File: config.mk
export PLATFORM = sky130hd
export DESIGN_NAME = ansi_escape_filter_core
export DESIGN_NICKNAME = d
export VERILOG_FILES = /design/src/sv/aef_pkg.sv /design/src/sv/aef_front.sv /design/src/sv/aef_back.sv /design/src/sv/ansi_escape_filter_core.sv
export VERILOG_INCLUDE_DIRS = /design/src /design/src/sv
export SDC_FILE = /design/constraint.sdc
export NUM_CORES = 1
export LEC_CHECK = 0
export BUFFER_PORTS_ARGS = -buffer_cell sky130_fd_sc_hd__buf_2
export CAP_MARGIN = 15
export CORE_ASPECT_RATIO = 1.75
export CORE_UTILIZATION = 46
export DETAILED_ROUTE_END_ITERATION = 10
export GPL_TIMING_DRIVEN = 0
export SETUP_SLACK_MARGIN = 0.5
export SKIP_LAST_GASP = 1
export SYNTH_ARGS = -nofsm -noshare
export SYNTH_HDL_FRONTEND = slang
export SYNTH_SLANG_ARGS = --single-unit
File: constraint.sdc
create_clock -name clk_i -period 5.4 [get_ports clk_i]
set_input_delay 0.81 -clock clk_i [delete_from_list [all_inputs] [get_ports clk_i]]
set_output_delay 0.81 -clock clk_i [all_outputs]
set_load 0.005 [all_outputs]
File: src/sv/ansi_escape_filter_core_macros.svh
// assertion helpers
`ifndef ANSI_ESCAPE_FILTER_CORE_MACROS_SVH
`define ANSI_ESCAPE_FILTER_CORE_MACROS_SVH

`define AEF_ASSERT(lbl, prop, msg) \
  lbl: assert property (@(posedge clk_i) disable iff (!rst_ni) prop) else $error(msg);

`define AEF_NEVER(lbl, cond, msg) \
  lbl: assert property (@(posedge clk_i) disable iff (!rst_ni) !(cond)) else $error(msg);

`endif

File: src/sv/aef_pkg.sv
`timescale 1ns / 1ps
package aef_pkg;

  localparam int unsigned CodeBitsDefault = 16;
  localparam int unsigned QueueDepth = 4;

  typedef enum logic [3:0] {
    KIND_BYTE      = 4'd0,
    KIND_RESET     = 4'd1,
    KIND_BOLD      = 4'd2,
    KIND_FAINT     = 4'd3,
    KIND_UL_ON     = 4'd4,
    KIND_UL_OFF    = 4'd5,
    KIND_SO_ON     = 4'd6,
    KIND_SO_OFF    = 4'd7,
    KIND_FG        = 4'd8,
    KIND_BG        = 4'd9
  } kind_e;

  // one result slot leaving the front part
  typedef struct packed {
    logic        vld;
    logic [3:0]  kind;
    logic [7:0]  data;
    logic [15:0] colour;
  } cmd_t;

  // what the front hands the back per input item
  typedef struct packed {
    cmd_t a;
    cmd_t b;
  } job_t;

endpackage

File: src/sv/aef_front.sv
`timescale 1ns / 1ps
module aef_front #(
  parameter int unsigned CodeBits = aef_pkg::CodeBitsDefault
) (
  input  logic           clk_i,
  input  logic           rst_ni,
  input  logic           take_i,
  input  logic [7:0]     in_byte_i,
  input  logic           suppress_i,
  output aef_pkg::job_t  job_o,
  output logic           has_job_o
);

  typedef enum logic [9:0] {
    S_TEXT     = 10'b0000000001,
    S_UTF2     = 10'b0000000010,
    S_UTF3     = 10'b0000000100,
    S_UTF4     = 10'b0000001000,
    S_ESC      = 10'b0000010000,
    S_SKIP1    = 10'b0000100000,
    S_STR      = 10'b0001000000,
    S_STR_ESC  = 10'b0010000000,
    S_CSI      = 10'b0100000000,
    S_CSI_SKIP = 10'b1000000000
  } state_e;

  localparam logic [CodeBits-1:0] CodeMax = '1;

  state_e              state_q, state_d;
  logic [2:0]          cnt_q, cnt_d;
  logic [CodeBits-1:0] cur_q, cur_d;
  logic                empty_q, empty_d;
  logic [CodeBits-1:0] pv_q [3];
  logic [2:0]          pok_q;
  logic                push_en;
  logic [CodeBits-1:0] push_v;
  logic                push_ok;

  // fully pushed view used at the terminator
  logic [CodeBits-1:0] p0, p1, p2;
  logic                k0, k1, k2;
  logic [2:0]          n_fin;

  logic [CodeBits+3:0] mul10;
  logic [CodeBits+4:0] acc;
  logic                final_b;
  logic                two_start;
  aef_pkg::job_t       job;
  aef_pkg::cmd_t       c0, c1;

  function automatic aef_pkg::cmd_t mk(input logic [3:0] k, input logic [15:0] col);
    aef_pkg::cmd_t r;
    r.vld = 1'b1; r.kind = k; r.data = 8'd0; r.colour = col;
    return r;
  endfunction

  // basic colour lookup: hit, kind and index
  function automatic logic [20:0] basic(input logic [CodeBits-1:0] c);
    logic [20:0] r;
    r = '0;
    if (c >= 30 && c <= 37) r = {1'b1, aef_pkg::KIND_FG, 16'(c - 30)};
    else if (c >= 40 && c <= 47) r = {1'b1, aef_pkg::KIND_BG, 16'(c - 40)};
    else if (c >= 90 && c <= 97) r = {1'b1, aef_pkg::KIND_FG, 16'(c - 82)};
    else if (c >= 100 && c <= 107) r = {1'b1, aef_pkg::KIND_BG, 16'(c - 92)};
    return r;
  endfunction

  logic [20:0] bc0, bc1;

  always_comb begin
    mul10 = {1'b0, cur_q, 3'b000} + {3'b000, cur_q, 1'b0};
    acc = {1'b0, mul10} + (CodeBits+5)'(in_byte_i - 8'h30);
    final_b = (in_byte_i >= 8'h40) && (in_byte_i <= 8'h7E);
    two_start = (in_byte_i == " ") || (in_byte_i == "#") || (in_byte_i == "%") ||
                (in_byte_i == "(") || (in_byte_i == ")") || (in_byte_i == "*") ||
                (in_byte_i == "+") || (in_byte_i == "-") || (in_byte_i == ".") ||
                (in_byte_i == "/");
  end

  // parameters including the trailing one closed by 'm'
  always_comb begin
    p0 = pv_q[0]; p1 = pv_q[1]; p2 = pv_q[2];
    k0 = pok_q[0]; k1 = pok_q[1]; k2 = pok_q[2];
    n_fin = cnt_q;
    if (!empty_q) begin
      unique case (cnt_q)
        3'd0: begin p0 = cur_q; k0 = 1'b1; end
        3'd1: begin p1 = cur_q; k1 = 1'b1; end
        3'd2: begin p2 = cur_q; k2 = 1'b1; end
        default: ;
      endcase
      if (cnt_q < 3'd4) n_fin = cnt_q + 3'd1;
    end
    bc0 = basic(p0);
    bc1 = basic(p1);
  end

  // sgr decode
  always_comb begin
    c0 = '0;
    c1 = '0;
    if (n_fin == 3'd0) begin
      c0 = mk(aef_pkg::KIND_RESET, 16'd0);
    end else if (n_fin == 3'd1 && k0) begin
      priority if (p0 == 0) c0 = mk(aef_pkg::KIND_RESET, 16'd0);
      else if (p0 == 1) c0 = mk(aef_pkg::KIND_BOLD, 16'd0);
      else if (p0 == 2) c0 = mk(aef_pkg::KIND_FAINT, 16'd0);
      else if (p0 == 4 || p0 == 21) c0 = mk(aef_pkg::KIND_UL_ON, 16'd0);
      else if (p0 == 7) c0 = mk(aef_pkg::KIND_SO_ON, 16'd0);
      else if (p0 == 24) c0 = mk(aef_pkg::KIND_UL_OFF, 16'd0);
      else if (p0 == 27) c0 = mk(aef_pkg::KIND_SO_OFF, 16'd0);
      else if (bc0[20]) c0 = mk(bc0[19:16], bc0[15:0]);
    end else if (n_fin == 3'd2 && k0 && k1 && p0 == 1) begin
      if (bc1[20]) begin
        c0 = mk(aef_pkg::KIND_BOLD, 16'd0);
        c1 = mk(bc1[19:16], bc1[15:0]);
      end
    end else if (n_fin == 3'd3 && k0 && k1 && k2 && p1 == 5) begin
      if (p0 == 38) c0 = mk(aef_pkg::KIND_FG, 16'(p2));
      else if (p0 == 48) c0 = mk(aef_pkg::KIND_BG, 16'(p2));
    end
  end

  always_comb begin
    state_d = state_q;
    cnt_d = cnt_q;
    cur_d = cur_q;
    empty_d = empty_q;
    push_en = 1'b0;
    push_v = cur_q;
    push_ok = ~empty_q;
    job = '0;
    unique case (state_q)
      S_TEXT: begin
        if (in_byte_i == 8'h1B) state_d = S_ESC;
        else if (in_byte_i == 8'h0C || in_byte_i == 8'h0B) begin
          job.a = mk(aef_pkg::KIND_BYTE, 16'd0);
          job.a.data = 8'h0A;
        end else if (in_byte_i == 8'h0D || in_byte_i == 8'h07 || in_byte_i == 8'h08 ||
                     in_byte_i == 8'h05 || in_byte_i == 8'h0F || in_byte_i == 8'h0E) begin
          state_d = S_TEXT;
        end else begin
          if ((in_byte_i & 8'hE0) == 8'hC0) state_d = S_UTF2;
          else if ((in_byte_i & 8'hF0) == 8'hE0) state_d = S_UTF3;
          else if ((in_byte_i & 8'hF8) == 8'hF0) state_d = S_UTF4;
          job.a = mk(aef_pkg::KIND_BYTE, 16'd0);
          job.a.data = in_byte_i;
        end
      end
      S_UTF2, S_UTF3, S_UTF4: begin
        state_d = (state_q == S_UTF4) ? S_UTF3 : (state_q == S_UTF3) ? S_UTF2 : S_TEXT;
        job.a = mk(aef_pkg::KIND_BYTE, 16'd0);
        job.a.data = in_byte_i;
      end
      S_ESC: begin
        if (in_byte_i == "[") begin
          cnt_d = 3'd0; cur_d = '0; empty_d = 1'b1; state_d = S_CSI;
        end else if (in_byte_i == "]" || in_byte_i == "_" || in_byte_i == "P" ||
                     in_byte_i == "^") state_d = S_STR;
        else if (two_start) state_d = S_SKIP1;
        else state_d = S_TEXT;
      end
      S_SKIP1: state_d = S_TEXT;
      S_STR: begin
        if (in_byte_i == 8'h07) state_d = S_TEXT;
        else if (in_byte_i == 8'h1B) state_d = S_STR_ESC;
      end
      S_STR_ESC: state_d = (in_byte_i == "\\") ? S_TEXT : S_STR;
      S_CSI_SKIP: if (final_b) state_d = S_TEXT;
      S_CSI: begin
        if (in_byte_i == ";") begin
          push_en = 1'b1;
          if (cnt_q < 3'd4) cnt_d = cnt_q + 3'd1;
          cur_d = '0; empty_d = 1'b1;
        end else if (in_byte_i == "m") begin
          if (!suppress_i) begin
            job.a = c0;
            job.b = c1;
          end
          cnt_d = 3'd0; cur_d = '0; empty_d = 1'b1; state_d = S_TEXT;
        end else if (final_b) begin
          cnt_d = 3'd0; cur_d = '0; empty_d = 1'b1; state_d = S_TEXT;
        end else if (in_byte_i >= "0" && in_byte_i <= "9") begin
          // saturating decimal accumulate
          cur_d = (acc > (CodeBits+5)'(CodeMax)) ? CodeMax : acc[CodeBits-1:0];
          empty_d = 1'b0;
        end else begin
          cnt_d = 3'd0; cur_d = '0; empty_d = 1'b1; state_d = S_CSI_SKIP;
        end
      end
      default: state_d = S_TEXT;
    endcase
  end

  always_ff @(posedge clk_i or negedge rst_ni) begin
    if (!rst_ni) begin
      state_q <= S_TEXT;
      cnt_q <= 3'd0;
      cur_q <= '0;
      empty_q <= 1'b1;
    end else if (take_i) begin
      state_q <= state_d;
      cnt_q <= cnt_d;
      cur_q <= cur_d;
      empty_q <= empty_d;
    end
  end

  always_ff @(posedge clk_i) begin
    if (take_i && push_en && cnt_q < 3'd3) begin
      pv_q[cnt_q[1:0]] <= push_v;
      pok_q[cnt_q[1:0]] <= push_ok;
    end
  end

  assign job_o = job;
  assign has_job_o = job.a.vld;

endmodule

File: src/sv/aef_back.sv
`timescale 1ns / 1ps
`include "ansi_escape_filter_core_macros.svh"
module aef_back #(
  parameter int unsigned Depth = aef_pkg::QueueDepth
) (
  input  logic          clk_i,
  input  logic          rst_ni,
  input  logic          wr_i,
  input  aef_pkg::job_t job_i,
  output logic          full_o,
  output logic          empty_o,
  input  logic          pop_i,
  output logic [3:0]    kind_o,
  output logic [7:0]    out_byte_o,
  output logic [15:0]   colour_index_o,
  output logic          last_o
);

  localparam int unsigned Aw = (Depth > 1) ? $clog2(Depth) : 1;

  aef_pkg::job_t    mem_q [Depth];
  logic [Aw-1:0]    wp_q, rp_q;
  logic [Aw:0]      cnt_q;
  logic             half_q;
  logic             rd;
  aef_pkg::cmd_t    cur;

  assign empty_o = (cnt_q == '0);
  assign full_o = (cnt_q == (Aw+1)'(Depth));
  assign cur = half_q ? mem_q[rp_q].b : mem_q[rp_q].a;
  assign kind_o = cur.kind;
  assign out_byte_o = cur.data;
  assign colour_index_o = cur.colour;
  assign last_o = half_q | ~mem_q[rp_q].b.vld;
  // an entry leaves once its last command is taken
  assign rd = pop_i & ~empty_o & last_o;

  always_ff @(posedge clk_i) begin
    if (wr_i) mem_q[wp_q] <= job_i;
  end

  always_ff @(posedge clk_i or negedge rst_ni) begin
    if (!rst_ni) begin
      wp_q <= '0;
      rp_q <= '0;
      cnt_q <= '0;
      half_q <= 1'b0;
    end else begin
      if (wr_i) wp_q <= (wp_q == Aw'(Depth - 1)) ? '0 : wp_q + 1'b1;
      if (rd) rp_q <= (rp_q == Aw'(Depth - 1)) ? '0 : rp_q + 1'b1;
      cnt_q <= cnt_q + (Aw+1)'(wr_i) - (Aw+1)'(rd);
      if (pop_i && !empty_o) half_q <= ~last_o;
    end
  end

  `AEF_NEVER(a_no_overflow, wr_i && full_o, "write into full queue")
  `AEF_NEVER(a_half_needs_item, half_q && empty_o, "second command with no entry")
  `AEF_ASSERT(a_count_step, rd && !wr_i |=> cnt_q == $past(cnt_q) - 1'b1, "count slip")

endmodule

File: src/sv/ansi_escape_filter_core.sv
// a taken byte's result is written into the result queue, whose outputs show its head entry
// throughput: one byte per cycle while the queue is not full; a byte yielding two commands holds its entry two pops
// the front parser and a 4-entry result queue decouple input and output stalls
// reset: asynchronous active-low, parser to text state, queue empty, styling enabled
`timescale 1ns / 1ps
`include "ansi_escape_filter_core_macros.svh"
module ansi_escape_filter_core #(
  parameter int unsigned CodeBits = aef_pkg::CodeBitsDefault,
  parameter int unsigned Depth = aef_pkg::QueueDepth
) (
  input  logic        clk_i,
  input  logic        rst_ni,
  input  logic        push,
  output logic        full,
  input  logic [7:0]  in_byte_i,
  output logic        empty,
  input  logic        pop,
  output logic [3:0]  kind_o,
  output logic [7:0]  out_byte_o,
  output logic [15:0] colour_index_o,
  output logic        last_o,
  input  logic        cfg_valid_i,
  output logic        cfg_ready_o,
  input  logic        cfg_data_i
);

  logic          suppress_q;
  logic          take;
  logic          has_job;
  logic          q_full;
  aef_pkg::job_t job;

  assign full = q_full;
  assign take = push & ~q_full;
  assign cfg_ready_o = 1'b1;

  always_ff @(posedge clk_i or negedge rst_ni) begin
    if (!rst_ni) suppress_q <= 1'b0;
    else if (cfg_valid_i) suppress_q <= cfg_data_i;
  end

  aef_front #(.CodeBits(CodeBits)) u_front (
    .clk_i, .rst_ni, .take_i(take), .in_byte_i, .suppress_i(suppress_q),
    .job_o(job), .has_job_o(has_job)
  );

  aef_back #(.Depth(Depth)) u_back (
    .clk_i, .rst_ni, .wr_i(take & has_job), .job_i(job), .full_o(q_full),
    .empty_o(empty), .pop_i(pop), .kind_o, .out_byte_o, .colour_index_o, .last_o
  );

  `AEF_NEVER(a_bytes_clean, !empty && kind_o != aef_pkg::KIND_BYTE && out_byte_o != 8'd0,
    "command carries byte")
  `AEF_ASSERT(a_full_blocks, full |-> !take, "item taken while full")
  `AEF_NEVER(a_kind_range, !empty && kind_o > aef_pkg::KIND_BG, "bad kind")

endmodule

; Word level (Yosys, flattened, before mapping)
; Memory sizes are Yosys's and may differ from the RTL's.
; Cells that the tools add are included.
[classes]
add_sub_neg = 16
magnitude_cmp = 25
n_eq_ne = 65
mux = 100
bitwise_logic = 10
n_reduce_logical = 51
[op_table]
columns = cell, count
row1 = 2-to-1 mux 29 bit, 23
row2 = 2-to-1 mux 16 bit, 12
row3 = 2-to-1 mux 58 bit, 3
row4 = 2-to-1 mux 21 bit, 8
row5 = 2-to-1 mux 10 bit, 16
row6 = == test 8 x 6 -> 1 bit (second input constant), 11
row7 = one-hot mux 29 bit (3 select lines), 1
row8 = one-hot mux 10 bit (7 select lines), 1
row9 = >= comparator 16 x 7 -> 1 bit (second input constant), 4
row10 = less-or-equal comparator 16 x 6 -> 1 bit (second input constant), 4
row11 = less-or-equal comparator 16 x 7 -> 1 bit (second input constant), 4
row12 = subtractor 16 x 7 -> 16 bit (second input constant), 4
row13 = == test 8 x 7 -> 1 bit (second input constant), 7
row14 = == test 16 x 3 -> 1 bit (second input constant), 3
row15 = == test 16 x 5 -> 1 bit (second input constant), 3
row16 = == test 8 x 4 -> 1 bit (second input constant), 6
row17 = == test 16 x 6 -> 1 bit (second input constant), 2
row18 = >= comparator 16 x 5 -> 1 bit (second input constant), 2
row19 = >= comparator 16 x 6 -> 1 bit (second input constant), 2
row20 = one-hot mux 16 bit (2 select lines), 1
row21 = subtractor 16 x 5 -> 16 bit (second input constant), 2
row22 = subtractor 16 x 6 -> 16 bit (second input constant), 2
row23 = 2-to-1 mux 28 bit, 1
row24 = logical AND 1 bit, 22
row25 = 63 further kinds, 123
[totals]
reg_bits = 42
mem_bits_rw = 280
in_bits = 14
out_inout_bits = 32
elab_cells = 279
mem_count = 2
[memory_table]
columns = name, depth, word_bits, read_ports, rd_clocked_by_memory_dff, write_ports, line
row1 = u_back.mem_q, 4, 58, 1, 0, 1, aef_back.sv:21  ; aef_pkg::job_t mem_q [Depth];
row2 = u_front.pv_q, 3, 16, 3, 0, 1, aef_front.sv:33  ; logic [CodeBits-1:0] pv_q [3];

; Longest topological paths before layout
; Gate-level depths: netlist (run 1).
[depth]
word_depth = 26
ltp_mapped = 25
depth_no_buf = 21

; Hierarchy
; Synthesis (run 1) repeated with hierarchy kept, for this count alone.
[hier_totals]
hier_cells = 1306
hier_area_um2 = 17092.6
[modules_own_cells]
columns = module, instances, cells_per_inst, area_per_inst_um2, seq_area_each_um2
row1 = aef_back, 1, 388, 9308.9, 7046.8
row2 = aef_front, 1, 912, 7717.4, 2284.7
row3 = ansi_escape_filter_core, 1, 6, 66.3, 25.0

; Least setup slack after synthesis (run 1)
; No wires, ideal clock.
[synth_timing]
path_kind = input to register
from = input in_byte_i[4]
to = register u_front.cur_q[10]
setup_ns = 0.126
arrival_time_ns = 5.600
t_required_ns = 5.274
path_slack_ns = -0.326
path_stages = 13
path_buffers = 1
cell_sequence = ha_1 nor3_1 fa_1 ha_1 a21oi_1 o21bai_1 a21o_1 a21o_1 or3b_2 o311ai_0 nor4b_4 buf_2 a21oi_1
[synth_via]
elab_chain_cells = 9
elab_cells_between_ends = 20
classes_between = 2 x add/sub / 5 x order compare / 4 x eq/ne / 6 x mux / 3 x reduce/logical
[synth_rtl]
columns = element, line
row1 = start: declaration, ansi_escape_filter_core.sv:15  ; input logic [7:0] in_byte_i,
row2 = subtractor 8 x 6 -> 9 bit, aef_front.sv:72  ; acc = {1'b0, mul10} + (CodeBits+5)'(in_byte_i - 8'h30);
row3 = adder 20 x 21 -> 21 bit, aef_front.sv:72
row4 = > comparator 21 x 16 -> 1 bit, aef_front.sv:185  ; cur_d = (acc > (CodeBits+5)'(CodeMax)) ? CodeMax : acc[CodeBits-1:0];
row5 = 2-to-1 mux 16 bit, aef_front.sv:185
row6 = 2-to-1 mux 16 bit, aef_front.sv:183  ; end else if (in_byte_i >= "0" && in_byte_i <= "9") begin
row7 = 2-to-1 mux 16 bit, aef_front.sv:181  ; end else if (final_b) begin
row8 = 2-to-1 mux 16 bit, aef_front.sv:175  ; end else if (in_byte_i == "m") begin
row9 = 2-to-1 mux 16 bit, aef_front.sv:171  ; if (in_byte_i == ";") begin
row10 = one-hot mux 16 bit (2 select lines), aef_front.sv:133  ; unique case (state_q)
row11 = end signal: assignment, aef_front.sv:204  ; cur_q <= cur_d;
row12 = end: declaration, aef_front.sv:31  ; logic [CodeBits-1:0] cur_q, cur_d;
; Parallel ways exist; a longest one is shown, timed or not.
; A chain may end at the register's enable or synchronous reset.

; Final worst setup path (run 1)
[layout_timing]
from = register u_front.cnt_q[1]
to = register u_back.cnt_q[2]
[layout_via]
elab_chain_cells = 26
elab_cells_between_ends = 95
classes_between = 3 x add/sub / 17 x order compare / 15 x eq/ne / 39 x mux / 1 x bitwise / 20 x reduce/logical
[layout_rtl]
columns = element, line
row1 = start: declaration, aef_front.sv:30  ; logic [2:0] cnt_q, cnt_d;
row2 = start signal: assignment, aef_front.sv:203  ; cnt_q <= cnt_d;
row3 = zero test 3 bit, aef_front.sv:86  ; unique case (cnt_q)
row4 = 2-to-1 mux 16 bit, aef_front.sv:86
row5 = 2-to-1 mux 16 bit, aef_front.sv:85  ; if (!empty_q) begin
row6 = >= comparator 16 x 7 -> 1 bit or less-or-equal comparator 16 x 7 -> 1 bit (tied branches), aef_front.sv:64  ; else if (c >= 100 && c <= 107) r = {1'b1, aef_pkg::KIND_BG, 16'(c - 92)};
row7 = logical AND 1 bit, aef_front.sv:64
row8 = 2-to-1 mux 21 bit, aef_front.sv:64
row9 = 2-to-1 mux 21 bit, aef_front.sv:63  ; else if (c >= 90 && c <= 97) r = {1'b1, aef_pkg::KIND_FG, 16'(c - 82)};
row10 = 2-to-1 mux 21 bit, aef_front.sv:62  ; else if (c >= 40 && c <= 47) r = {1'b1, aef_pkg::KIND_BG, 16'(c - 40)};
row11 = [10 not listed], n/a
row12 = 2-to-1 mux 29 bit (*), aef_front.sv:102  ; if (n_fin == 3'd0) begin
row13 = 2-to-1 mux 58 bit (*), aef_front.sv:176  ; if (!suppress_i) begin
row14 = 2-to-1 mux 58 bit (*), aef_front.sv:175
row15 = 2-to-1 mux 58 bit (*), aef_front.sv:171
row16 = one-hot mux 29 bit (3 select lines) (*), aef_front.sv:133
row17 = bitwise AND 1 bit (*), ansi_escape_filter_core.sv:48  ; .clk_i, .rst_ni, .wr_i(take & has_job), .job_i(job), .full_o(q_full),
row18 = adder 3 x 1 -> 3 bit (*), aef_back.sv:51  ; cnt_q <= cnt_q + (Aw+1)'(wr_i) - (Aw+1)'(rd);
row19 = subtractor 3 x 1 -> 3 bit (*), aef_back.sv:51
row20 = end signal: assignment, aef_back.sv:51
row21 = end: declaration, aef_back.sv:23  ; logic [Aw:0] cnt_q;
; Every way passes the cells marked *; elsewhere a longest branch is shown, timed or not.

==> qor.log, run 1 <==
qor: cts.cts_tree done
qor: synth.synth.top_cell.area_share 45.4%
qor: synth.ys_seq_area_share 51.7%
qor: sta.fmaxAchievable 207 MHz
qor: synth.cell_types_with_the_largest_area_share_after_synthesis edfxtp_1 45%, mux4_2 6.7%, dfrtp_1 6.0%, ha_1 4.1%, nand2_1 3.7%
qor: placed_design.port_buffers 42
qor: route.post_drt_via_cell_ratio 5.95
qor: synth.number_of_synthesized_flops_with_an_enable_pin 235
qor: floorplanning.floorplan.die_area 34500 sq um
qor: sta.finalMaxSlewViolations 0
qor: synth.synth.ff_latch_count 274
qor: route.routed-wl-met3 1.66 mm
qor: sta.layout_worst_path_cycle_share 89.4%
qor: setup_path.reg2reg_slack 0.58 ns
qor: grt.grt_antenna_before_repair 0
qor: sta.finalWorstSetupSlack 0.575 ns
qor: route.antenna_viol_nets_final 0
qor: status.outcome finished, final reports clean
qor: floorplanning.initial_core_util 46.9%
qor: floorplanning.die-height 245 um
qor: sta.slew-limit-headroom 26.0%
qor: setup_path.path_max_fanout 10
qor: setup_path.critical_path_arrival 5.30 ns
qor: route.met1Wirelength 15.5 mm
qor: route.drt_pre_antenna_iters 6
qor: synth.post_synth_xor_area_fraction 1.80%
qor: synth.syn-cell-area 15500 sq um
qor: final_layout.mostFrequentLayoutCell edfxtp_1
qor: grt.maximum_number_of_pins_on_one_net_before_global_route_repair 40
qor: pwr.static-leakage-power 6.70 nW
qor: cts.worst_setup_hold_path_clk_slew 0.06 ns
qor: synth.synthArstFlopShare 14.2%
qor: cts.number_of_buffers_added_by_the_clock_tree_synthesis_step 27
qor: pwr.worst_ir_drop_vdd 0.000260 V
qor: setup_path.critPathLaunchType flop
qor: synth.synthCells 1333
qor: setup_path.critical_path_class flop to flop
qor: synth.dominant_combinational_cell_family_by_area_after_synthesis simple AND/OR/NAND/NOR gates
qor: setup_path.worst_setup_path_end_kind flop
qor: setup_path.worstReg2RegStart u_front.cnt_q[1]
qor: synth.synthesis.nets 1414
qor: synth.synth.largest_area_cell edfxtp_1
qor: route.vias 11.3k
qor: synth.dominantRegCellSynth edfxtp_1
qor: placed_design.dpl_worst_slack -0.499 ns
qor: synth.mux_cell_area_share_after_synthesis 9.18%
qor: synth.post_synthesis_compound_gate_area_fraction 12.6%
qor: synth.post_synth_fa_ha_maj_area_fraction 6.17%
qor: run.cap_violations 0
qor: final_layout.multiInputGateArea 7060 sq um
qor: sta.rsz_0062_raised_after_global_routing yes
qor: final_layout.finish.net_count 1512
qor: floorplanning.floorplan.io_pins 46
qor: grt.grt_pass1_wl 68.2 mm
qor: sta.hold_violations 0
qor: final_layout.post_route_cells_drive_above_1_share 18.2%
qor: final_layout.fillers 2899
qor: cts.cts_htree_levels 1
qor: final_layout.antenna_cells_inserted 0
qor: synth.ys.warnings.count 0
qor: synth.post_synth.cell_area_avg 11.7 sq um
qor: cts.insertion_delay 0.55 ns
qor: grt.grt_pass1_vias 11.8k
qor: route.initialDrtViolationCount 706
qor: final_layout.final-seq-area 8040 sq um
qor: synth.synthSimpleGateAreaFrac 14.9%
qor: placed_design.place.gp.congestion 0.920
qor: final_layout.syn_to_final_growth 13.4%
qor: setup_path.required_time_at_the_endpoint_of_the_critical_path 5.87 ns
qor: placed_design.place.detailed.instances 1829
qor: sta.finalSetupViolCount 0
qor: cts.tritoncts_num_sinks 274
qor: setup_path.worstRegToRegCells 24
qor: floorplanning.num_rows 88
qor: pwr.power.total 0.00585 W
qor: sta.timing.final.crit_period 4.82 ns
qor: pwr.power_density_of_the_placed_cells 332 nW/um^2
qor: route.max_used_layer met4
qor: route.route.final.wire_length 43.8 mm
qor: setup_path.reg2reg_to u_back.cnt_q[2]
qor: route.wl_met2 24.0 mm
qor: cts.cts_hold_buffers 0
qor: sta.skew 0.0105 ns
qor: floorplanning.core_area 33100 sq um
qor: placed_design.dp_hpwl 33.5 mm
qor: worst_hold_path.timing.hold.worst.class primary input to async pin
qor: sta.tightestPinTransition 1.11 ns
qor: grt.globalRoute.totalOverflow 0
qor: synth.synth_cell_types 100
qor: sta.total_negative_slack 0 ns
qor: cts.max-clock-path-buffers 3
qor: cts.clock_tree.root_cell clkbuf_16
qor: final_layout.fin_cells 1900
qor: final_layout.most_frequent_cells_in_the_layout 235 x edfxtp_1, 155 x nand2_1, 97 x a21oi_1
qor: route.routedWlPerCell 23.1 um
qor: floorplanning.chipWidth 141 um
qor: route.drc_errors 0
qor: grt.grt_use_total 26.3%
## logic make-up (layout without fill, tap and decap cells)
| group | Yosys count | in the layout |
|---|---|---|
| buffers and inverters | 133 | 250 |
| adder cells (fa/ha/maj) | 67 | 67 |
| AO/OA/AOI/OAI | 298 | 298 |
| XOR/XNOR | 32 | 32 |
| other | 1 | 1 |
| flip-flops | 274 | 274 |
| AND/OR/NAND/NOR | 446 | 446 |
| multiplexers | 82 | 82 |
## cells in the mapped netlist (5+ instances only)
cell type	n
nor3_1	29
nor2_1	80
a21oi_1	100
and3_1	15
and2_1	27
nor4_1	9
o21ai_0	45
or3_1	6
o211a_1	5
a211oi_1	6
mux2_2	17
nand3_1	28
buf_2	13
o211ai_1	12
clkbuf_1	41
inv_1	60
o21a_1	5
nand3b_1	5
o21bai_1	9
fa_1	16
a221o_1	5
nand2_1	155
buf_1	9
nand4b_1	7
nor3b_1	7
nand2b_1	8
ha_1	51
nand4_1	13
xnor2_1	16
mux2i_1	16
nor2b_1	11
xor2_1	16
mux4_2	46
dfrtp_1	37
buf_4	8
a31oi_1	25
a21o_1	16
nor4b_1	5
a211o_1	7
o22ai_1	9
edfxtp_1	235
## what timing repair did
action / 4_1_cts / 5_1_grt
endpoints found under the hold margin: 0 / 0
buffers inserted: 16 / 7
gates resized for setup: 26 / 21
pin swaps: 4 / 7
setup endpoints to repair: 283 / 124
## flip-flops by register name, indices dropped and copies added (netlist names)
signal,cells
u_front.cnt_q,3
u_front.state_q,10
u_front.pv_q,48
u_back.half_q,1
u_back.rp_q,2
u_back.mem_q,184
suppress_q,1
u_back.cnt_q,3
u_front.pok_q,3
u_front.empty_q,1
u_front.cur_q,16
u_back.wp_q,2
## power breakdown
| group | internal, W | switching [W] | leakage, nW | total, W |
|---|---|---|---|---|
| clock network | 0.00111 | 0.000800 | 0.427 | 0.00191 |
| registers | 0.00238 | 0.0000411 | 2.72 | 0.00242 |
| logic | 0.000681 | 0.000835 | 3.55 | 0.00152 |
| total | 0.00417 | 0.00168 | 6.70 | 0.00585 |
## cell type report
class | count | share of cell area [%]
inverters | 61 | 1.30
well taps | 450 | 3.20
clock inverters | 17 | 1.14
plain buffers | 72 | 1.95
clock buffers | 31 | 3.92
multi-input cells | 926 | 40.1
flip-flops and latches | 274 | 45.6
repair buffers | 69 | 2.74
## worst max-delay path, cell delays in order (launching register included)
cell	delay, ns
dfrtp_1	0.39
inv_2	0.10
ha_4	0.16
or3b_4	0.42
buf_6	0.16
buf_4	0.18
buf_4	0.19
a21o_1	0.22
inv_2	0.10
ha_2	0.20
nand2_1	0.05
mux2_2	0.28
a221o_1	0.33
o311ai_2	0.13
buf_6	0.17
nor2_4	0.04
nor3_4	0.32
a211oi_4	0.13
inv_2	0.09
ha_1	0.12
inv_1	0.04
ha_1	0.18
fa_1	0.41
xnor2_1	0.19
xnor2_1	0.13
## per-layer routing
layer  up-vias  global-route usage [%]
li1       5230                       -
met1      5578                    27.3
met2       353                    50.1
met3       148                    3.24
met4         0                    15.3
met5         -                       0
## worst max-delay path by stage
stage | from | endpoint | slack (ns) | cells after the start
3_3_place_gp | u_front.cnt_q[1] | u_back.mem_q[3][44] | -1.57 | 13
4_1_cts | u_front.cnt_q[0] | u_back.cnt_q[2] | 0.48 | 19
2_1_floorplan | u_front.cnt_q[1] | u_back.mem_q[3][0] | 0.61 | 19
6_report | u_front.cnt_q[1] | u_back.cnt_q[2] | 0.58 | 24
3_5_place_dp | u_front.cnt_q[1] | u_back.cnt_q[2] | -0.50 | 19
5_1_grt | u_front.cnt_q[1] | u_back.cnt_q[2] | 0.39 | 24
## metrics by stage
| step | hold slack, ns | instance area, sq um | util [%] |
|---|---|---|---|
| floorplan | 0.479 | 15500 | - |
| global placement | 0.515 | 16300 | 49.2 |
| detailed placement | 0.531 | 16400 | 49.5 |
| CTS | 0.480 | 17500 | 52.8 |
| global route | 0.496 | 17600 | 53.1 |
| finish | 0.438 | 17600 | 53.1 |
Power figures use the tool's default switching activity.
==> run 2: changes to the inputs <==
clock period = 6.2 ns   (was 5.4 ns; I/O delays follow)
==> run 2 against run 1 <==
Count of clock-buffer cells in the layout fell by 5. Routed wire length fell by 0.87%. Maximum frequency fell by 11%. Non-clock buffer count fell by 22. Critical path depth fell by 4. Die area did not move. Register-to-register slack improved by 0.18 ns. Final area fell by 1.8%. Highest routed layer unchanged.
==> qor.log, run 2 (synthesized netlist as in run 1, its figures left out) <==
qor: floorplanning.chipWidth 141 um [unchanged]
qor: sta.finalSetupViolCount 0 [unchanged]
qor: pwr.worst_ir_drop_vdd 0.000164 V [was 0.000260 V]
qor: grt.grt_use_total 25.8% [was 26.3%]
qor: final_layout.fin_cells 1875 [was 1900]
qor: final_layout.post_route_cells_drive_above_1_share 15.3% [was 18.2%]
qor: cts.clock_tree.root_cell clkbuf_16 [unchanged]
qor: cts.max-clock-path-buffers 3 [unchanged]
qor: floorplanning.floorplan.io_pins 46 [unchanged]
qor: pwr.power.total 0.00501 W [was 0.00585 W]
qor: worst_hold_path.worst_hold_path.num_cells 1
qor: sta.skew 0.0168 ns [was 0.0105 ns]
qor: worst_hold_path.hp-start suppress_q
qor: final_layout.mostFrequentLayoutCell edfxtp_1 [unchanged]
qor: grt.grt_pass1_vias 11.3k [was 11.8k]
qor: status.outcome finished, final reports clean [unchanged]
qor: final_layout.fin_area 17300 sq um [was 17600 sq um]
qor: route.post_drt_via_cell_ratio 5.95 [about the same]
qor: placed_design.dp_hpwl 32.9 mm [was 33.5 mm]
qor: grt.grt_antenna_before_repair 0 [unchanged]
qor: sta.hold_violations 0 [unchanged]
qor: grt.globalRoute.totalOverflow 0 [unchanged]
qor: cts.number_of_buffers_added_by_the_clock_tree_synthesis_step 25 [was 27]
qor: placed_design.place.gp.congestion 0.978 [was 0.920]
qor: pwr.power_density_of_the_placed_cells 290 nW/um^2 [was 332 nW/um^2]
qor: sta.fmaxAchievable 184 MHz [was 207 MHz]
qor: route.vias 11.2k [was 11.3k]
qor: setup_path.reg2reg_to u_back.cnt_q[2] [unchanged]
qor: route.initialDrtViolationCount 696 [was 706]
qor: floorplanning.die-height 245 um [unchanged]
qor: run.cap_violations 0 [unchanged]
qor: final_layout.largest_register_ff_count 184 [unchanged]
qor: floorplanning.core_area 33100 sq um [unchanged]
qor: final_layout.antenna_cells_inserted 0 [unchanged]
qor: cts.cts_htree_levels 1 [unchanged]
qor: cts.tritoncts_num_sinks 274 [unchanged]
qor: worst_hold_path.whs_endpoint suppress_q
qor: setup_path.path_max_fanout 10 [unchanged]
qor: route.drc_errors 0 [unchanged]
qor: route.route.final.wire_length 43.5 mm [was 43.8 mm]
qor: setup_path.critical_path_arrival 5.91 ns [was 5.30 ns]
qor: setup_path.worstReg2RegStart u_front.cnt_q[1] [unchanged]
qor: floorplanning.num_rows 88 [unchanged]
qor: setup_path.required_time_at_the_endpoint_of_the_critical_path 6.66 ns [was 5.87 ns]
qor: sta.timing.final.crit_period 5.45 ns [was 4.82 ns]
qor: route.drt_pre_antenna_iters 5 [was 6]
qor: cts.worst_setup_hold_path_clk_slew 0.07 ns [was 0.06 ns]
qor: sta.finalMaxSlewViolations 0 [unchanged]
qor: sta.rsz_0062_raised_after_global_routing no [was yes]
qor: sta.slew-limit-headroom 20.4% [was 26.0%]
qor: cts.insertion_delay 0.54 ns [was 0.55 ns]
qor: final_layout.syn_to_final_growth 11.4% [was 13.4%]
qor: cts.cts_tree done [unchanged]
qor: placed_design.place.detailed.instances 1830 [was 1829]
qor: sta.total_negative_slack 0 ns [unchanged]
qor: final_layout.finish.net_count 1488 [was 1512]
qor: setup_path.critPathLaunchType flop [unchanged]
qor: placed_design.port_buffers 42 [unchanged]
qor: setup_path.worstRegToRegCells 20 [was 24]
qor: grt.grt_pass1_wl 66.6 mm [was 68.2 mm]
qor: setup_path.worst_setup_path_end_kind flop [unchanged]
qor: grt.maximum_number_of_pins_on_one_net_before_global_route_repair 40 [unchanged]
qor: floorplanning.initial_core_util 46.9% [unchanged]
qor: setup_path.critical_path_class flop to flop [unchanged]
qor: pwr.static-leakage-power 6.54 nW [was 6.70 nW]
qor: sta.layout_worst_path_cycle_share 87.9% [was 89.4%]
qor: sta.tightestPinTransition 1.19 ns [was 1.11 ns]
qor: final_layout.registers.top_by_ff_count u_back.mem_q [unchanged]
qor: route.routedWlPerCell 23.2 um [was 23.1 um]
qor: cts.cts_hold_buffers 0 [unchanged]
qor: placed_design.placement.cell_area 16400 sq um [about the same]
qor: final_layout.most_frequent_cells_in_the_layout 235 x edfxtp_1, 155 x nand2_1, 98 x a21oi_1 [was 235 x edfxtp_1, 155 x nand2_1, 97 x a21oi_1]
qor: worst_hold_path.timing.hold.worst.class flop to flop [was primary input to async pin]
qor: route.antenna_viol_nets_final 0 [unchanged]
qor: floorplanning.floorplan.die_area 34500 sq um [unchanged]
qor: setup_path.reg2reg_slack 0.75 ns [was 0.58 ns]
==> run 2: per-layer routing <==
metal / global-route usage, % / part of all wire (%) / vias up
met2: 48.9 / 54 / 361
li1: - / - / 5163
met4: 13.9 / 5.8 / 0
met5: 0 / 0 / -
met3: 2.83 / 4.1 / 126
met1: 27.7 / 37 / 5515
==> run 2: how the worst max path moves through the flow <==
stage / startpoint / endpoint / slack [ns] / cells after the start
6_report: u_front.cnt_q[1] / u_back.cnt_q[2] / 0.75 / 20
5_1_grt: u_front.cnt_q[0] / u_back.cnt_q[2] / 0.51 / 22
4_1_cts: u_front.cnt_q[1] / u_back.cnt_q[2] / 0.54 / 21
3_5_place_dp: u_front.cnt_q[1] / u_back.cnt_q[2] / 0.27 / 21
3_3_place_gp: u_front.cnt_q[1] / u_back.mem_q[3][44] / -0.56 / 13
2_1_floorplan: in_byte_i[6] / u_front.cur_q[10] / 1.16 / 13
==> run 2: area by class of cell <==
| cell class | instances | area (sq um) |
|---|---|---|
| sequential | 274 | 8040 |
| clock buffer | 26 | 629 |
| clock inverter | 19 | 209 |
| timing repair buffer | 47 | 318 |
| tap | 450 | 563 |
| buffer | 72 | 324 |
| fill | 2947 | 15800 |
| inverter | 61 | 229 |
| multi-input combinational | 926 | 6990 |
==> run 2: worst max-delay path: stages (launching register included) <==
cell and delay (ns):
dfrtp_1 0.42, inv_1 0.13, ha_1 0.24, or3b_1 0.21
buf_2 0.26, buf_2 0.30, buf_2 0.29, nor2_1 0.11
a21oi_4 0.29, ha_1 0.28, o2111ai_1 0.29, nor3_1 0.58
nor3_1 0.17, a211oi_4 0.39, inv_1 0.14, ha_1 0.29
inv_1 0.04, ha_1 0.19, fa_1 0.44, xnor2_1 0.19
xnor2_1 0.13
==> run 2: where the power goes <==
group | total [W] | switching [W] | internal [W]
Clock | 0.00159 | 0.000680 | 0.000911
Combinational | 0.00132 | 0.000724 | 0.000592
Sequential | 0.00211 | 0.0000351 | 0.00207
Total | 0.00501 | 0.00144 | 0.00357
==> run 2: through the flow <==
stage	hold slack, ns	util (%)	setup WS [ns]
after floorplan	0.479	-	1.16
after global placement	0.507	49.2	-0.559
after detailed placement	0.516	49.6	0.265
after CTS	0.529	52.1	0.540
after global routing	0.540	52.2	0.510
final	0.519	52.2	0.753
==> run 2: timing repair <==
item	CTS	global route
cloned	0	0
buffers inserted	0	0
resized for setup	1	8
endpoints found under the setup margin	2	2
==> run 3: changes to the inputs <==
ABC_AREA = 1   (was default)
CTS_CLUSTER_SIZE = 24   (was default)
==> run 3 against run 2 <==
Area after synthesis rose by 0.33%. Count of clock-buffer cells in the layout grew 4. Maximum frequency is 5.9% higher. Routed wire length rose by 2.3%. Die area up 0.33%. Non-clock buffer count fell by 3. Largest power group unchanged.
==> qor.log, run 3 <==
qor: cts.insertion_delay 0.55 ns [was 0.54 ns]
qor: pwr.share_seq_of_total_power 41.6% [was 42.0%]
qor: route.route.final.wire_length 44.5 mm [was 43.5 mm]
qor: synth.number_of_synthesized_flops_with_an_enable_pin 235 [unchanged]
qor: floorplanning.num_rows 88 [unchanged]
qor: placed_design.place.detailed.instances 2273 [was 1830]
qor: setup_path.critical_path_class flop to flop [unchanged]
qor: synth.post_synth.cell_area_avg 8.80 sq um [was 11.7 sq um]
qor: grt.grt_antenna_before_repair 0 [unchanged]
qor: status.outcome finished, final reports clean [unchanged]
qor: final_layout.fillers 3070 [was 2947]
qor: cts.tritoncts_num_sinks 274 [unchanged]
qor: pwr.pwr-share-comb 32.7% [was 26.3%]
qor: grt.globalRoute.totalOverflow 0 [unchanged]
qor: final_layout.largest_register_ff_count 184 [unchanged]
qor: placed_design.port_buffers 44 [was 42]
qor: placed_design.placement.cell_area 16500 sq um [was 16400 sq um]
qor: pwr.p_switching 0.00206 W [was 0.00144 W]
qor: cts.worst_setup_hold_path_clk_slew 0.07 ns [about the same]
qor: cts.number_of_buffers_added_by_the_clock_tree_synthesis_step 25 [unchanged]
qor: setup_path.required_time_at_the_endpoint_of_the_critical_path 6.43 ns [was 6.66 ns]
qor: setup_path.critPathLaunchType flop [unchanged]
qor: final_layout.syn_to_final_growth 11.1% [was 11.4%]
qor: synth.netlist_top_cells_count 344 x nand2_1, 311 x nor2_1, 235 x edfxtp_1 [was 235 x edfxtp_1, 155 x nand2_1, 100 x a21oi_1]
qor: synth.synth.ff_latch_count 274 [unchanged]
qor: synth.post_synth_fa_ha_maj_area_fraction 6.15% [was 6.17%]
qor: pwr.proportion_of_power_drawn_by_the_clock_network 25.7% [was 31.7%]
qor: pwr.power_density_of_the_placed_cells 329 nW/um^2 [was 290 nW/um^2]
qor: synth.synthArstFlopShare 14.2% [unchanged]
qor: sta.skew 0.0226 ns [was 0.0168 ns]
qor: final_layout.registers.top_by_ff_count u_back.mem_q [unchanged]
qor: route.drc_errors 0 [unchanged]
qor: route.met1Wirelength 16.1 mm [was 15.9 mm]
qor: sta.fmaxAchievable 194 MHz [was 184 MHz]
qor: floorplanning.floorplan.io_pins 46 [unchanged]
qor: synth.synthesis.nets 1852 [was 1414]
qor: sta.finalSetupViolCount 0 [unchanged]
qor: pwr.power_switching_share 36.3% [was 28.7%]
qor: floorplanning.core_area 33100 sq um [unchanged]
qor: route.max_used_layer met4 [unchanged]
qor: sta.timing.final.crit_period 5.14 ns [was 5.45 ns]
qor: route.post_drt_via_cell_ratio 5.41 [was 5.95]
qor: synth.dominant_combinational_cell_family_by_area_after_synthesis simple AND/OR/NAND/NOR gates [unchanged]
qor: synth.synthSimpleGateAreaFrac 21.7% [was 14.9%]
qor: floorplanning.chipWidth 141 um [about the same]
qor: synth.dominantRegCellSynth edfxtp_1 [unchanged]
qor: route.routedWlPerCell 19.2 um [was 23.2 um]
qor: final_layout.fin_area 17300 sq um [about the same]
qor: route.drt_pre_antenna_iters 6 [was 5]
qor: synth.ys.warnings.count 0 [unchanged]
qor: sta.layout_worst_path_cycle_share 83.0% [was 87.9%]
qor: cts.clock_tree.root_cell clkbuf_16 [unchanged]
qor: setup_path.critical_path_arrival 5.38 ns [was 5.91 ns]
qor: pwr.worst_ir_drop_vdd 0.000290 V [was 0.000164 V]
qor: placed_design.place.gp.congestion 0.927 [was 0.978]
qor: setup_path.worst_setup_path_end_kind flop [unchanged]
qor: pwr.internal_power 0.00363 W [was 0.00357 W]
qor: synth.synth.largest_area_cell edfxtp_1 [unchanged]
qor: floorplanning.initial_core_util 47.0% [was 46.9%]
qor: placed_design.dpl_worst_slack 0.832 ns [was 0.265 ns]
qor: synth.synthCells 1771 [was 1333]
qor: final_layout.finish.net_count 1931 [was 1488]
qor: synth.mux_cell_area_share_after_synthesis 0% [was 9.18%]
qor: sta.tightestPinTransition 0.914 ns [was 1.19 ns]
qor: route.antenna_viol_nets_final 0 [unchanged]
qor: synth.synth.most_common_cell nand2_1 [was edfxtp_1]
qor: grt.grt_use_total 25.8% [about the same]
qor: sta.rsz_0062_raised_after_global_routing no [unchanged]
qor: cts.cts_htree_levels 1 [unchanged]
qor: grt.maximum_number_of_pins_on_one_net_before_global_route_repair 40 [unchanged]
qor: cts.cts_tree done [unchanged]
qor: final_layout.most_frequent_cells_in_the_layout 344 x nand2_1, 304 x nor2_1, 235 x edfxtp_1 [was 235 x edfxtp_1, 155 x nand2_1, 98 x a21oi_1]
qor: final_layout.final-seq-area 8040 sq um [unchanged]
qor: cts.max-clock-path-buffers 3 [unchanged]
qor: setup_path.reg2reg_slack 1.06 ns [was 0.75 ns]
qor: floorplanning.floorplan.die_area 34600 sq um [was 34500 sq um]
qor: pwr.static-leakage-power 7.20 nW [was 6.54 nW]
qor: sta.total_negative_slack 0 ns [unchanged]
qor: synth.synth_cell_types 55 [was 100]
qor: route.vias 12.5k [was 11.2k]
qor: run.cap_violations 0 [unchanged]
qor: final_layout.multiInputGateArea 6630 sq um [was 6990 sq um]
qor: worst_hold_path.timing.hold.worst.class primary input to async pin [was flop to flop]
qor: floorplanning.die-height 245 um [about the same]
qor: final_layout.fin_cells 2319 [was 1875]
qor: final_layout.antenna_cells_inserted 0 [unchanged]
qor: sta.minimum_hold_slack 0.500 ns [was 0.519 ns]
qor: grt.grt_pass1_vias 12.2k [was 11.3k]
qor: final_layout.post_route_cells_drive_above_1_share 7.87% [was 15.3%]
qor: synth.syn-cell-area 15600 sq um [was 15500 sq um]
qor: route.wl_met2 24.4 mm [was 23.3 mm]
qor: synth.post_synthesis_compound_gate_area_fraction 12.4% [was 12.6%]
qor: sta.hold_violations 0 [unchanged]
qor: final_layout.mostFrequentLayoutCell nand2_1 [was edfxtp_1]
qor: placed_design.dp_hpwl 33.9 mm [was 32.9 mm]
qor: route.routed-wl-met3 1.36 mm [was 1.78 mm]
qor: synth.synth.top_cell.area_share 45.3% [was 45.4%]
qor: synth.post_synth_xor_area_fraction 2.02% [was 1.80%]
qor: sta.slew-limit-headroom 39.0% [was 20.4%]
qor: synth.cell_types_with_the_largest_area_share_after_synthesis edfxtp_1 45%, nand2_1 8.3%, nor2_1 7.5%, dfrtp_1 5.9%, o21ai_0 5.5% [was edfxtp_1 45%, mux4_2 6.7%, dfrtp_1 6.0%, ha_1 4.1%, nand2_1 3.7%]
qor: sta.finalMaxSlewViolations 0 [unchanged]
qor: setup_path.path_max_fanout 24 [was 10]
qor: synth.ys_seq_area_share 51.6% [was 51.7%]
qor: sta.finalWorstSetupSlack 1.06 ns [was 0.753 ns]
qor: route.initialDrtViolationCount 686 [was 696]
qor: grt.grt_pass1_wl 67.5 mm [was 66.6 mm]
run 3: cell count changes after synthesis, moves of 41 or more:
| cell | before | now |
|---|---|---|
| nor2_1 | 80 | 311 |
| nand2_1 | 155 | 344 |
| o21ai_0 | 45 | 170 |
| inv_1 | 60 | 169 |
| nand3_1 | 28 | 77 |
| mux4_2 | 46 | 0 |
| a21oi_1 | 100 | 59 |
run 3: timing repair:
action,in CTS,in global routing
hold buffers,0,0
resized for setup,0,1
endpoints found under the setup margin,0,49
buffers inserted,0,0
endpoints found under the hold margin,0,0
run 3: kinds of logic (layout without fill, tap and decap cells):
| logic type | Yosys count | after routing |
|---|---|---|
| fa+ha+maj | 67 | 67 |
| other cells | 1 | 1 |
| compound gates | 340 | 340 |
| xor+xnor | 36 | 36 |
| simple gates | 814 | 814 |
| flops | 274 | 274 |
| buf+inv | 239 | 337 |
run 3: area by class of cell:
class	instances	area share, %
buffer	64	1.74
clock buffer	30	3.85
clock inverter	16	0.564
inverter	175	3.79
multi-input combinational	1258	38.3
sequential	274	46.4
tap	450	3.25
timing repair buffer	52	2.11
run 3: worst paths after layout:
| kind | from | end | cells past startpoint |
|---|---|---|---|
| min in group clk_i | u_front.state_q[9] | u_front.state_q[9] | 2 |
| max reg2reg | u_front.cnt_q[1] | u_back.mem_q[0][32] | 25 |
| max | u_front.cnt_q[1] | u_back.mem_q[0][32] | 25 |
| max in group asynchronous | rst_ni | u_front.cur_q[14] | 1 |
| min reg2reg | u_front.state_q[9] | u_front.state_q[9] | 2 |
| min | rst_ni | u_front.state_q[1] | 1 |
run 3: stage by stage:
step                util (%)  total power [W]
global placement        49.4          0.00423
CTS                     52.2          0.00575
global route            52.2          0.00599
floorplan                  -          0.00348
finish                  52.2          0.00569
detailed placement      49.9          0.00429
run 3: power groups by stage:
stage	sequential (W)	clock [W]	combinational, W
after floorplan	0.00240	0	0.00109
after global placement	0.00242	0	0.00180
after detailed placement	0.00240	0	0.00189
after CTS	0.00236	0.00149	0.00190
after global routing	0.00238	0.00155	0.00206
final	0.00237	0.00146	0.00186
run 3: worst max-delay path: stages, from the launching register on:
cell and delay (ns):
dfrtp_1 0.37, inv_1 0.11, ha_1 0.29, nand2_2 0.17
buf_2 0.24, inv_1 0.07, or2_2 0.27, o21ai_1 0.37
inv_1 0.22, ha_1 0.28, inv_1 0.07, nor2_1 0.05
nand2_1 0.06, nand2_1 0.04, nand2_1 0.07, nand3_2 0.20
nand4_1 0.25, nand2_1 0.08, nand2_1 0.06, nand2_1 0.05
nand2_1 0.14, nand2_1 0.08, nand2_1 0.14, nand2_4 0.14
nor2_4 0.67, buf_12 0.28
run 3: layer usage:
layer | vias up | GRT usage [%]
met5 | - | 0
met4 | 0 | 14.6
met3 | 103 | 1.64
met2 | 297 | 50.9
met1 | 5960 | 26.5
li1 | 6188 | -
